`config.mk`:
```
export PLATFORM = sky130hd
export DESIGN_NAME = frobenius_norm_accumulator_core_flat
export DESIGN_NICKNAME = d
export VERILOG_FILES = /design/src/hw/rtl/fna_pkg.sv /design/src/hw/rtl/fna_in_if.sv /design/src/hw/rtl/fna_out_if.sv /design/src/hw/rtl/fna_cfg_if.sv /design/src/hw/rtl/fna_isqrt.sv /design/src/hw/rtl/frobenius_norm_accumulator_core.sv /design/src/flat_wrapper.sv
export SDC_FILE = /design/constraint.sdc
export NUM_CORES = 1
export LEC_CHECK = 0
export BUFFER_PORTS_ARGS = -buffer_cell sky130_fd_sc_hd__buf_4
export CORE_MARGIN = 3
export CORE_UTILIZATION = 40
export DETAILED_ROUTE_END_ITERATION = 8
export PLACE_DENSITY = 0.52
export SETUP_SLACK_MARGIN = 0.5
export SYNTH_ARGS = -nofsm -noshare
export SYNTH_HDL_FRONTEND = slang
export SYNTH_SLANG_ARGS = --single-unit
```
`constraint.sdc`:
```
create_clock -name i_clk -period 9.1 [get_ports i_clk]
set_input_delay 1.82 -clock i_clk [delete_from_list [all_inputs] [get_ports i_clk]]
set_output_delay 1.82 -clock i_clk [all_outputs]
set_load 0.05 [all_outputs]
```
`src/hw/rtl/fna_pkg.sv`:
```
// ----------------------------------------------------------------------------
// fna_pkg
// shared widths and constants of the frobenius norm accumulator
// ----------------------------------------------------------------------------
package fna_pkg;

    localparam int SAMPLE_WIDTH_DEF = 16;
    localparam int ACC_WIDTH_DEF    = 52;

    // width of the reported norm, fixed by the result word
    localparam int NORM_WIDTH = 26;
    localparam logic [NORM_WIDTH-1:0] NORM_MAX = '1;

endpackage

```
`src/hw/rtl/fna_in_if.sv`:
```
// ----------------------------------------------------------------------------
// fna_in_if
// element channel: one matrix element per word
// ----------------------------------------------------------------------------
interface fna_in_if #(
    parameter int SAMPLE_WIDTH = 16
);
    logic                           valid;
    logic                           ready;
    logic signed [SAMPLE_WIDTH-1:0] real_part;
    logic signed [SAMPLE_WIDTH-1:0] imag_part;
    logic                           last;

    modport source (output valid, output real_part, output imag_part, output last,
                    input ready);
    modport sink   (input valid, input real_part, input imag_part, input last,
                    output ready);
endinterface

```
`src/hw/rtl/fna_out_if.sv`:
```
// ----------------------------------------------------------------------------
// fna_out_if
// result channel: one norm word per matrix
// ----------------------------------------------------------------------------
interface fna_out_if;
    import fna_pkg::*;

    logic                  valid;
    logic                  ready;
    logic [NORM_WIDTH-1:0] norm_value;
    logic                  overflow;

    modport source (output valid, output norm_value, output overflow, input ready);
    modport sink   (input valid, input norm_value, input overflow, output ready);
endinterface

```
`src/hw/rtl/fna_cfg_if.sv`:
```
// ----------------------------------------------------------------------------
// fna_cfg_if
// configuration write channel carrying the complex mode bit
// ----------------------------------------------------------------------------
interface fna_cfg_if;
    logic valid;
    logic ready;
    logic complex_mode;

    modport source (output valid, output complex_mode, input ready);
    modport sink   (input valid, input complex_mode, output ready);
endinterface

```
`src/hw/rtl/fna_isqrt.sv`:
```
// ----------------------------------------------------------------------------
// fna_isqrt
// digit-by-digit floor square root, one root bit per cycle
// ----------------------------------------------------------------------------
module fna_isqrt #(
    parameter int ACC_WIDTH = fna_pkg::ACC_WIDTH_DEF
) (
    input  logic                           i_clk,
    input  logic                           i_rst_n,
    input  logic                           i_start,
    input  logic [ACC_WIDTH-1:0]           i_radicand,
    output logic                           o_done,
    output logic [(ACC_WIDTH+1)/2-1:0]     o_root
);
    import fna_pkg::*;

    localparam int ROOT_W = (ACC_WIDTH + 1) / 2;
    localparam int RAD_W  = 2 * ROOT_W;
    localparam int REM_W  = ROOT_W + 2;
    localparam int CNT_W  = $clog2(ROOT_W + 1);

    logic [RAD_W-1:0]  r_rad;
    logic [REM_W-1:0]  r_rem;
    logic [ROOT_W-1:0] r_root;
    logic [CNT_W-1:0]  r_cnt;
    logic              r_busy;
    logic              r_done;

    logic [REM_W-1:0]  w_rem_sh;
    logic [REM_W-1:0]  w_trial;
    logic              w_fit;

    // bring down the next two radicand bits and try the next root bit
    assign w_rem_sh = {r_rem[ROOT_W-1:0], r_rad[RAD_W-1 -: 2]};
    assign w_trial  = {r_root, 2'b01};
    assign w_fit    = (w_rem_sh >= w_trial);

    always_ff @(posedge i_clk) begin
        if (!i_rst_n) begin
            r_busy <= 1'b0;
            r_done <= 1'b0;
            r_cnt  <= '0;
        end else begin
            r_done <= 1'b0;
            if (i_start) begin
                r_busy <= 1'b1;
                r_cnt  <= CNT_W'(ROOT_W);
                r_rad  <= RAD_W'(i_radicand);
                r_rem  <= '0;
                r_root <= '0;
            end else if (r_busy) begin
                r_rad  <= {r_rad[RAD_W-3:0], 2'b00};
                r_rem  <= w_fit ? (w_rem_sh - w_trial) : w_rem_sh;
                r_root <= {r_root[ROOT_W-2:0], w_fit};
                r_cnt  <= r_cnt - CNT_W'(1);
                if (r_cnt == CNT_W'(1)) begin
                    r_busy <= 1'b0;
                    r_done <= 1'b1;
                end
            end
        end
    end

    assign o_done = r_done;
    assign o_root = r_root;

endmodule

```
`src/hw/rtl/frobenius_norm_accumulator_core.sv`:
```
// ----------------------------------------------------------------------------
// frobenius_norm_accumulator_core
// saturating sum of squares over a matrix, floor square root on the last word
// ----------------------------------------------------------------------------
// flow: a non-last word passes a multiply state and an add state for each part
//   (real, then imaginary in complex mode, sharing one multiplier) before the input is freed
// last word: after the adds the bit-serial root runs, then the result word is loaded
//   into the output register once that register is free
// the next matrix may start while the result word still waits at the output
// reset: synchronous active low, clears sum, overflow flag, mode and valids
module frobenius_norm_accumulator_core #(
    parameter int SAMPLE_WIDTH = fna_pkg::SAMPLE_WIDTH_DEF,
    parameter int ACC_WIDTH    = fna_pkg::ACC_WIDTH_DEF
) (
    input  logic          i_clk,
    input  logic          i_rst_n,
    fna_in_if.sink        i_in,
    fna_out_if.source     o_out,
    fna_cfg_if.sink       i_cfg
);
    import fna_pkg::*;

    localparam int TERM_W = 2 * SAMPLE_WIDTH;
    // sum plus one term never carries past this width
    localparam int SUM_W  = ((TERM_W > ACC_WIDTH) ? TERM_W : ACC_WIDTH) + 1;
    localparam int ROOT_W = (ACC_WIDTH + 1) / 2;
    localparam int EXT_W  = (ROOT_W > NORM_WIDTH) ? ROOT_W : NORM_WIDTH;
    localparam logic [ACC_WIDTH-1:0] ACC_MAX = '1;

    typedef enum logic [2:0] {
        ST_IDLE,
        ST_MUL,
        ST_ADD,
        ST_ROOT,
        ST_OUT
    } t_state;

    t_state r_state;

    // configuration
    logic r_complex_mode;

    // latched element word
    logic signed [SAMPLE_WIDTH-1:0] r_re;
    logic signed [SAMPLE_WIDTH-1:0] r_im;
    logic                           r_last;
    logic                           r_mode;
    logic                           r_phase_im;   // working on the imaginary part

    // accumulation
    logic [TERM_W-1:0]    r_term;
    logic [ACC_WIDTH-1:0] r_sum;
    logic                 r_sat;

    // root unit handshake
    logic r_sqrt_start;

    // output word register
    logic                  r_out_valid;
    logic [NORM_WIDTH-1:0] r_out_norm;
    logic                  r_out_ovf;

    logic [SAMPLE_WIDTH-1:0] w_sample;
    logic [SAMPLE_WIDTH-1:0] w_mag;
    logic [TERM_W-1:0]       w_square;
    logic [SUM_W-1:0]        w_total;
    logic [ACC_WIDTH-1:0]    n_sum;
    logic                    n_sat;
    logic                    w_sqrt_done;
    logic [ROOT_W-1:0]       w_root;
    logic [EXT_W-1:0]        w_root_ext;
    logic [NORM_WIDTH-1:0]   w_norm;
    logic                    w_out_free;
    logic                    w_out_load;

    // shared squarer: magnitude first so the most negative sample squares exactly
    assign w_sample = r_phase_im ? r_im : r_re;
    assign w_mag    = w_sample[SAMPLE_WIDTH-1] ? (~w_sample + SAMPLE_WIDTH'(1)) : w_sample;
    assign w_square = w_mag * w_mag;

    // saturating add of the registered term
    always_comb begin
        w_total = SUM_W'(r_sum) + SUM_W'(r_term);
        if (w_total > SUM_W'(ACC_MAX)) begin
            n_sum = ACC_MAX;
            n_sat = 1'b1;
        end else begin
            n_sum = w_total[ACC_WIDTH-1:0];
            n_sat = r_sat;
        end
    end

    fna_isqrt #(
        .ACC_WIDTH (ACC_WIDTH)
    ) u_isqrt (
        .i_clk      (i_clk),
        .i_rst_n    (i_rst_n),
        .i_start    (r_sqrt_start),
        .i_radicand (r_sum),
        .o_done     (w_sqrt_done),
        .o_root     (w_root)
    );

    // clamp the root to the result width
    assign w_root_ext = EXT_W'(w_root);
    assign w_norm     = (w_root_ext > EXT_W'(NORM_MAX)) ? NORM_MAX
                                                        : w_root_ext[NORM_WIDTH-1:0];

    assign w_out_free = !r_out_valid || o_out.ready;
    assign w_out_load = (r_state == ST_OUT) && w_out_free;

    always_ff @(posedge i_clk) begin
        if (!i_rst_n) begin
            r_state        <= ST_IDLE;
            r_complex_mode <= 1'b0;
            r_sum          <= '0;
            r_sat          <= 1'b0;
            r_sqrt_start   <= 1'b0;
            r_out_valid    <= 1'b0;
            r_phase_im     <= 1'b0;
        end else begin
            r_sqrt_start <= 1'b0;

            if (i_cfg.valid) begin
                r_complex_mode <= i_cfg.complex_mode;
            end

            // result word leaves when taken, a new one may take its place
            if (w_out_load) begin
                r_out_valid <= 1'b1;
            end else if (o_out.ready) begin
                r_out_valid <= 1'b0;
            end

            case (r_state)
                ST_IDLE: begin
                    if (i_in.valid) begin
                        r_re       <= i_in.real_part;
                        r_im       <= i_in.imag_part;
                        r_last     <= i_in.last;
                        r_mode     <= r_complex_mode;
                        r_phase_im <= 1'b0;
                        r_state    <= ST_MUL;
                    end
                end
                ST_MUL: begin
                    r_term  <= w_square;
                    r_state <= ST_ADD;
                end
                ST_ADD: begin
                    r_sum <= n_sum;
                    r_sat <= n_sat;
                    if (!r_phase_im && r_mode) begin
                        r_phase_im <= 1'b1;
                        r_state    <= ST_MUL;
                    end else if (r_last) begin
                        r_sqrt_start <= 1'b1;
                        r_state      <= ST_ROOT;
                    end else begin
                        r_state <= ST_IDLE;
                    end
                end
                ST_ROOT: begin
                    if (w_sqrt_done) begin
                        r_state <= ST_OUT;
                    end
                end
                ST_OUT: begin
                    // hand the root over once the output register is free,
                    // then start the next matrix from zero
                    if (w_out_load) begin
                        r_out_norm  <= w_norm;
                        r_out_ovf   <= r_sat;
                        r_sum       <= '0;
                        r_sat       <= 1'b0;
                        r_state     <= ST_IDLE;
                    end
                end
                default: begin
                    r_state <= ST_IDLE;
                end
            endcase
        end
    end

    assign i_in.ready       = (r_state == ST_IDLE);
    assign i_cfg.ready      = 1'b1;
    assign o_out.valid      = r_out_valid;
    assign o_out.norm_value = r_out_norm;
    assign o_out.overflow   = r_out_ovf;

endmodule
```
`src/flat_wrapper.sv`:
```
// flat-port wrapper written by rule: the top's interface ports become plain ports
module frobenius_norm_accumulator_core_flat import fna_pkg::*;
#(
    parameter int SAMPLE_WIDTH = fna_pkg::SAMPLE_WIDTH_DEF,
    parameter int ACC_WIDTH    = fna_pkg::ACC_WIDTH_DEF
)
  (i_clk, i_rst_n, i_in_valid, i_in_real_part, i_in_imag_part, i_in_last, i_in_ready, o_out_valid, o_out_norm_value, o_out_overflow, o_out_ready, i_cfg_valid, i_cfg_complex_mode, i_cfg_ready);
  fna_in_if #(.SAMPLE_WIDTH(SAMPLE_WIDTH)) i_in_i ();
  fna_out_if o_out_i ();
  fna_cfg_if i_cfg_i ();
  input  logic i_clk;
  input  logic i_rst_n;
  input wire logic [$bits(i_in_i.valid)-1:0] i_in_valid;
  input wire logic [$bits(i_in_i.real_part)-1:0] i_in_real_part;
  input wire logic [$bits(i_in_i.imag_part)-1:0] i_in_imag_part;
  input wire logic [$bits(i_in_i.last)-1:0] i_in_last;
  output wire logic [$bits(i_in_i.ready)-1:0] i_in_ready;
  output wire logic [$bits(o_out_i.valid)-1:0] o_out_valid;
  output wire logic [$bits(o_out_i.norm_value)-1:0] o_out_norm_value;
  output wire logic [$bits(o_out_i.overflow)-1:0] o_out_overflow;
  input wire logic [$bits(o_out_i.ready)-1:0] o_out_ready;
  input wire logic [$bits(i_cfg_i.valid)-1:0] i_cfg_valid;
  input wire logic [$bits(i_cfg_i.complex_mode)-1:0] i_cfg_complex_mode;
  output wire logic [$bits(i_cfg_i.ready)-1:0] i_cfg_ready;
  assign i_in_i.valid = i_in_valid;
  assign i_in_i.real_part = i_in_real_part;
  assign i_in_i.imag_part = i_in_imag_part;
  assign i_in_i.last = i_in_last;
  assign i_in_ready = i_in_i.ready;
  assign o_out_valid = o_out_i.valid;
  assign o_out_norm_value = o_out_i.norm_value;
  assign o_out_overflow = o_out_i.overflow;
  assign o_out_i.ready = o_out_ready;
  assign i_cfg_i.valid = i_cfg_valid;
  assign i_cfg_i.complex_mode = i_cfg_complex_mode;
  assign i_cfg_ready = i_cfg_i.ready;
  frobenius_norm_accumulator_core #(.SAMPLE_WIDTH(SAMPLE_WIDTH), .ACC_WIDTH(ACC_WIDTH)) u_core (.i_clk(i_clk), .i_rst_n(i_rst_n), .i_in(i_in_i), .o_out(o_out_i), .i_cfg(i_cfg_i));
endmodule
```
==> results.toml <==
[sta]
fin_crit_sh = 0.8864
maxSlewViolCount = 0
grt_setup_unrepaired = "false"
setup-tns-final_ns = 0
finalHoldViolCount = 0
finalSetupViolations = 0
finalCriticalPeriod_ns = 8.066
slew_of_the_pin_with_the_lowest_slew_margin_ns = 1.204
max-slew-margin-rel = 0.1952
achievable-frequency_mhz = 124.0
clock_skew_ns = 0.01747

[floorplan]
initial_utilization = 0.4078
core_area_um2 = 51720
number_of_primary_i_o_pins = 69
dieArea_um2 = 55510
die-width_um = 235.6
floorplan.rows = 83
die_height_um = 235.6

[detailed_routing]
number_of_drc_violations_after_detailed_routing_iteration_0 = 989
met3RoutedLength_um = 1899
routedLengthMet1_um = 22990
drtAntennaViolNets = 0
viasPerCell = 5.251
top_layer_used = "met4"
routed-via-count = 15040
totalWireLength_um = 49490
route.detailed.drc = 0
wl_per_cell_um = 17.27
total_met2_wirelength_after_detailed_routing_um = 23210
firstDrtPassIters = 6

[worst_setup_path]
endpoint_kind = "flop"
critical_path_peak_fanout = 18
critical_path.most_common_cell = "sky130_fd_sc_hd__fa_1"
crit_path_max_incr_delay_ns = 0.54
ff2ff_path_depth = 30
worstPathRequired_ns = 9.42
ff2ff_setup_slack_ns = 1.03
worst-setup-path-type = "reg -> reg"
critPathLaunchType = "flop"
slowest_stage = "sky130_fd_sc_hd__fa_1"
crit_arrival_ns = 8.38

[global_routing]
grt_first_pass_wirelength_um = 80860
grtUsageTotal = 0.1772
grt_pass1_vias = 15390
grt_start_max_net_pins = 70
number_of_antenna_violations_at_the_first_check_in_global_routing = 0
gr-total-overflow = 0

[clocking]
root_buffer = "sky130_fd_sc_hd__clkbuf_16"
number_of_buffers_created_by_cts = 31
clock_tree.buffer_depth = 3
clock_sink_count = 263
worstSkewPairLatency_ns = 0.58
clk_pin_slew_worst_paths_ns = 0.06
tritoncts = "built"
htree_num_levels = 1

[synthesis]
synth-warning-count = 0
postSynth.asyncResetShare = 0
syn_area_per_cell_um2 = 9.942
synth.yosys.seq_area_share = 0.3427
synth_area_um2 = 21090
netlist_instances = 2121
yosys_most_used_dff = "sky130_fd_sc_hd__edfxtp_1"
synth_enable_flop_cells = 196
synth.distinct_cells = 85
yosys_register_bits = 263

[cells_and_area]
nets = 2527
final_layout_size_suffix_gt1_frac = 0.1126
area_delta_synth_final_pct = 10.88
fillerInstances = 4924
antennaDiodeCount = 0

[placement]
numPortBuffers = 67
gp_routability_congestion = 0.9528
dpl.hpwl_um = 37820

[min_path]
min_delay_path_depth = 0
min_path_type = "reg -> reg"

[status]
status = "complete, no violations"

[run]
max_cap_violations = 0
final timing paths:
path                startpoint                    end
max reg2reg  u_core.r_phase_im      u_core.r_term[29]
min reg2reg       u_core.r_sat  u_core.o_out.overflow
min               u_core.r_sat  u_core.o_out.overflow
max          u_core.r_phase_im      u_core.r_term[29]
synthesized netlist by cell type (17+ instances only):
library cell,count,area share
sky130_fd_sc_hd__inv_1,296,0.053
sky130_fd_sc_hd__edfxtp_1,196,0.28
sky130_fd_sc_hd__xor2_1,35,0.015
sky130_fd_sc_hd__nor3_1,30,0.0071
sky130_fd_sc_hd__a21oi_1,127,0.030
sky130_fd_sc_hd__fa_1,165,0.16
sky130_fd_sc_hd__mux2_2,54,0.029
sky130_fd_sc_hd__xnor2_1,47,0.020
sky130_fd_sc_hd__nand3_1,39,0.0093
sky130_fd_sc_hd__a211oi_1,20,0.0071
sky130_fd_sc_hd__mux2i_1,25,0.012
sky130_fd_sc_hd__o21ai_0,60,0.014
sky130_fd_sc_hd__nand4_1,27,0.0080
sky130_fd_sc_hd__nand2_1,163,0.029
sky130_fd_sc_hd__nor2_1,187,0.033
sky130_fd_sc_hd__dfxtp_1,67,0.064
sky130_fd_sc_hd__and3_1,19,0.0056
sky130_fd_sc_hd__a21o_1,42,0.015
sky130_fd_sc_hd__o21a_1,20,0.0071
sky130_fd_sc_hd__ha_1,163,0.097
sky130_fd_sc_hd__o211ai_1,17,0.0061
sky130_fd_sc_hd__clkbuf_1,68,0.012
critical path, delay by kind of cell, from the launching register on:
kind	cells	cell delay [ns]
buf+inv	8	0.82
flops	1	0.46
mux	1	0.37
xor+xnor	1	0.14
fa+ha+maj	8	3.56
compound gates	6	1.40
simple gates	6	1.06
layout by cell type, fill, tap and decap left out, types with 9 or more instances in the layout:
| cell | n |
|---|---|
| sky130_fd_sc_hd__xnor2_1 | 46 |
| sky130_fd_sc_hd__mux2_2 | 54 |
| sky130_fd_sc_hd__o211ai_1 | 17 |
| sky130_fd_sc_hd__and3_1 | 19 |
| sky130_fd_sc_hd__o21ai_1 | 12 |
| sky130_fd_sc_hd__xor2_1 | 35 |
| sky130_fd_sc_hd__ha_1 | 163 |
| sky130_fd_sc_hd__edfxtp_1 | 196 |
| sky130_fd_sc_hd__a311oi_1 | 10 |
| sky130_fd_sc_hd__or3_1 | 10 |
| sky130_fd_sc_hd__a21o_1 | 42 |
| sky130_fd_sc_hd__clkbuf_16 | 31 |
| sky130_fd_sc_hd__buf_4 | 91 |
| sky130_fd_sc_hd__a31oi_1 | 13 |
| sky130_fd_sc_hd__a311oi_2 | 9 |
| sky130_fd_sc_hd__dfxtp_1 | 65 |
| sky130_fd_sc_hd__nor3_1 | 30 |
| sky130_fd_sc_hd__nand2_1 | 163 |
| sky130_fd_sc_hd__mux2i_1 | 24 |
| sky130_fd_sc_hd__fa_1 | 165 |
| sky130_fd_sc_hd__nand2b_1 | 16 |
| sky130_fd_sc_hd__a21oi_1 | 126 |
| sky130_fd_sc_hd__o21ai_0 | 60 |
| sky130_fd_sc_hd__o21a_1 | 20 |
| sky130_fd_sc_hd__and2_1 | 9 |
| sky130_fd_sc_hd__inv_1 | 295 |
| sky130_fd_sc_hd__nand3_1 | 39 |
| sky130_fd_sc_hd__conb_1 | 12 |
| sky130_fd_sc_hd__nand4_1 | 27 |
| sky130_fd_sc_hd__nor2_1 | 184 |
| sky130_fd_sc_hd__nand3b_1 | 9 |
| sky130_fd_sc_hd__a211oi_1 | 20 |
timing repair:
action                     in CTS  in global routing
gates resized for setup         0                 10
setup endpoints to repair       0                 10
buffers inserted                0                  1
hold buffers                    0                  0
flip-flops by register name, indices dropped and copies added, names as in the netlist, 3 cells and up:
register / cells
u_core.u_isqrt.r_rem: 26
u_core.r_term: 31
u_core.r_im: 16
u_core.u_isqrt.r_rad: 52
u_core.u_isqrt.r_cnt: 5
u_core.r_sum: 52
u_core.o_out.norm_value: 26
u_core.r_state: 3
u_core.r_re: 16
u_core.u_isqrt.o_root: 26
layout make-up:
cell class | count | area (um^2) | share of cell area
Clock buffer | 39 | 805.8 | 0.03446
Clock inverter | 19 | 250.2 | 0.01070
Inverter | 305 | 1159 | 0.04955
Multi-Input combinational cell | 1468 | 12400 | 0.5304
Sequential cell | 263 | 7232 | 0.3093
Tap cell | 680 | 850.8 | 0.03639
Timing Repair Buffer | 91 | 683.2 | 0.02922
logic make-up after synthesis:
kind of cell / share of synthesized area
buffers and inverters: 0.07363
AND/OR/NAND/NOR: 0.1234
multiplexers: 0.04141
other: 0.0003561
XOR/XNOR: 0.03406
adder cells (fa/ha/maj): 0.2534
flip-flops: 0.3427
AO/OA/AOI/OAI: 0.1311
metrics by stage:
step	worst slack, ns	util	hold slack (ns)	std cells	cell area, um^2
floorplan	1.120	-	0.4076	2131	21130
global placement	0.8809	0.4310	0.4140	2806	22290
detailed placement	0.7507	0.4310	0.4255	2806	22290
CTS	0.7159	0.4514	0.4348	2864	23340
global route	0.5258	0.4521	0.4492	2865	23380
finish	1.034	0.4521	0.4344	2865	23380
layer usage:
layer  global-route usage  up-vias
li1                     -     7367
met1               0.2415     7257
met2               0.2988      337
met3              0.01898       82
met4              0.05218        0
met5                    0        -
Power is not shown: default switching activity piles up to over one toggle a cycle in this logic, so the estimate is an artifact.
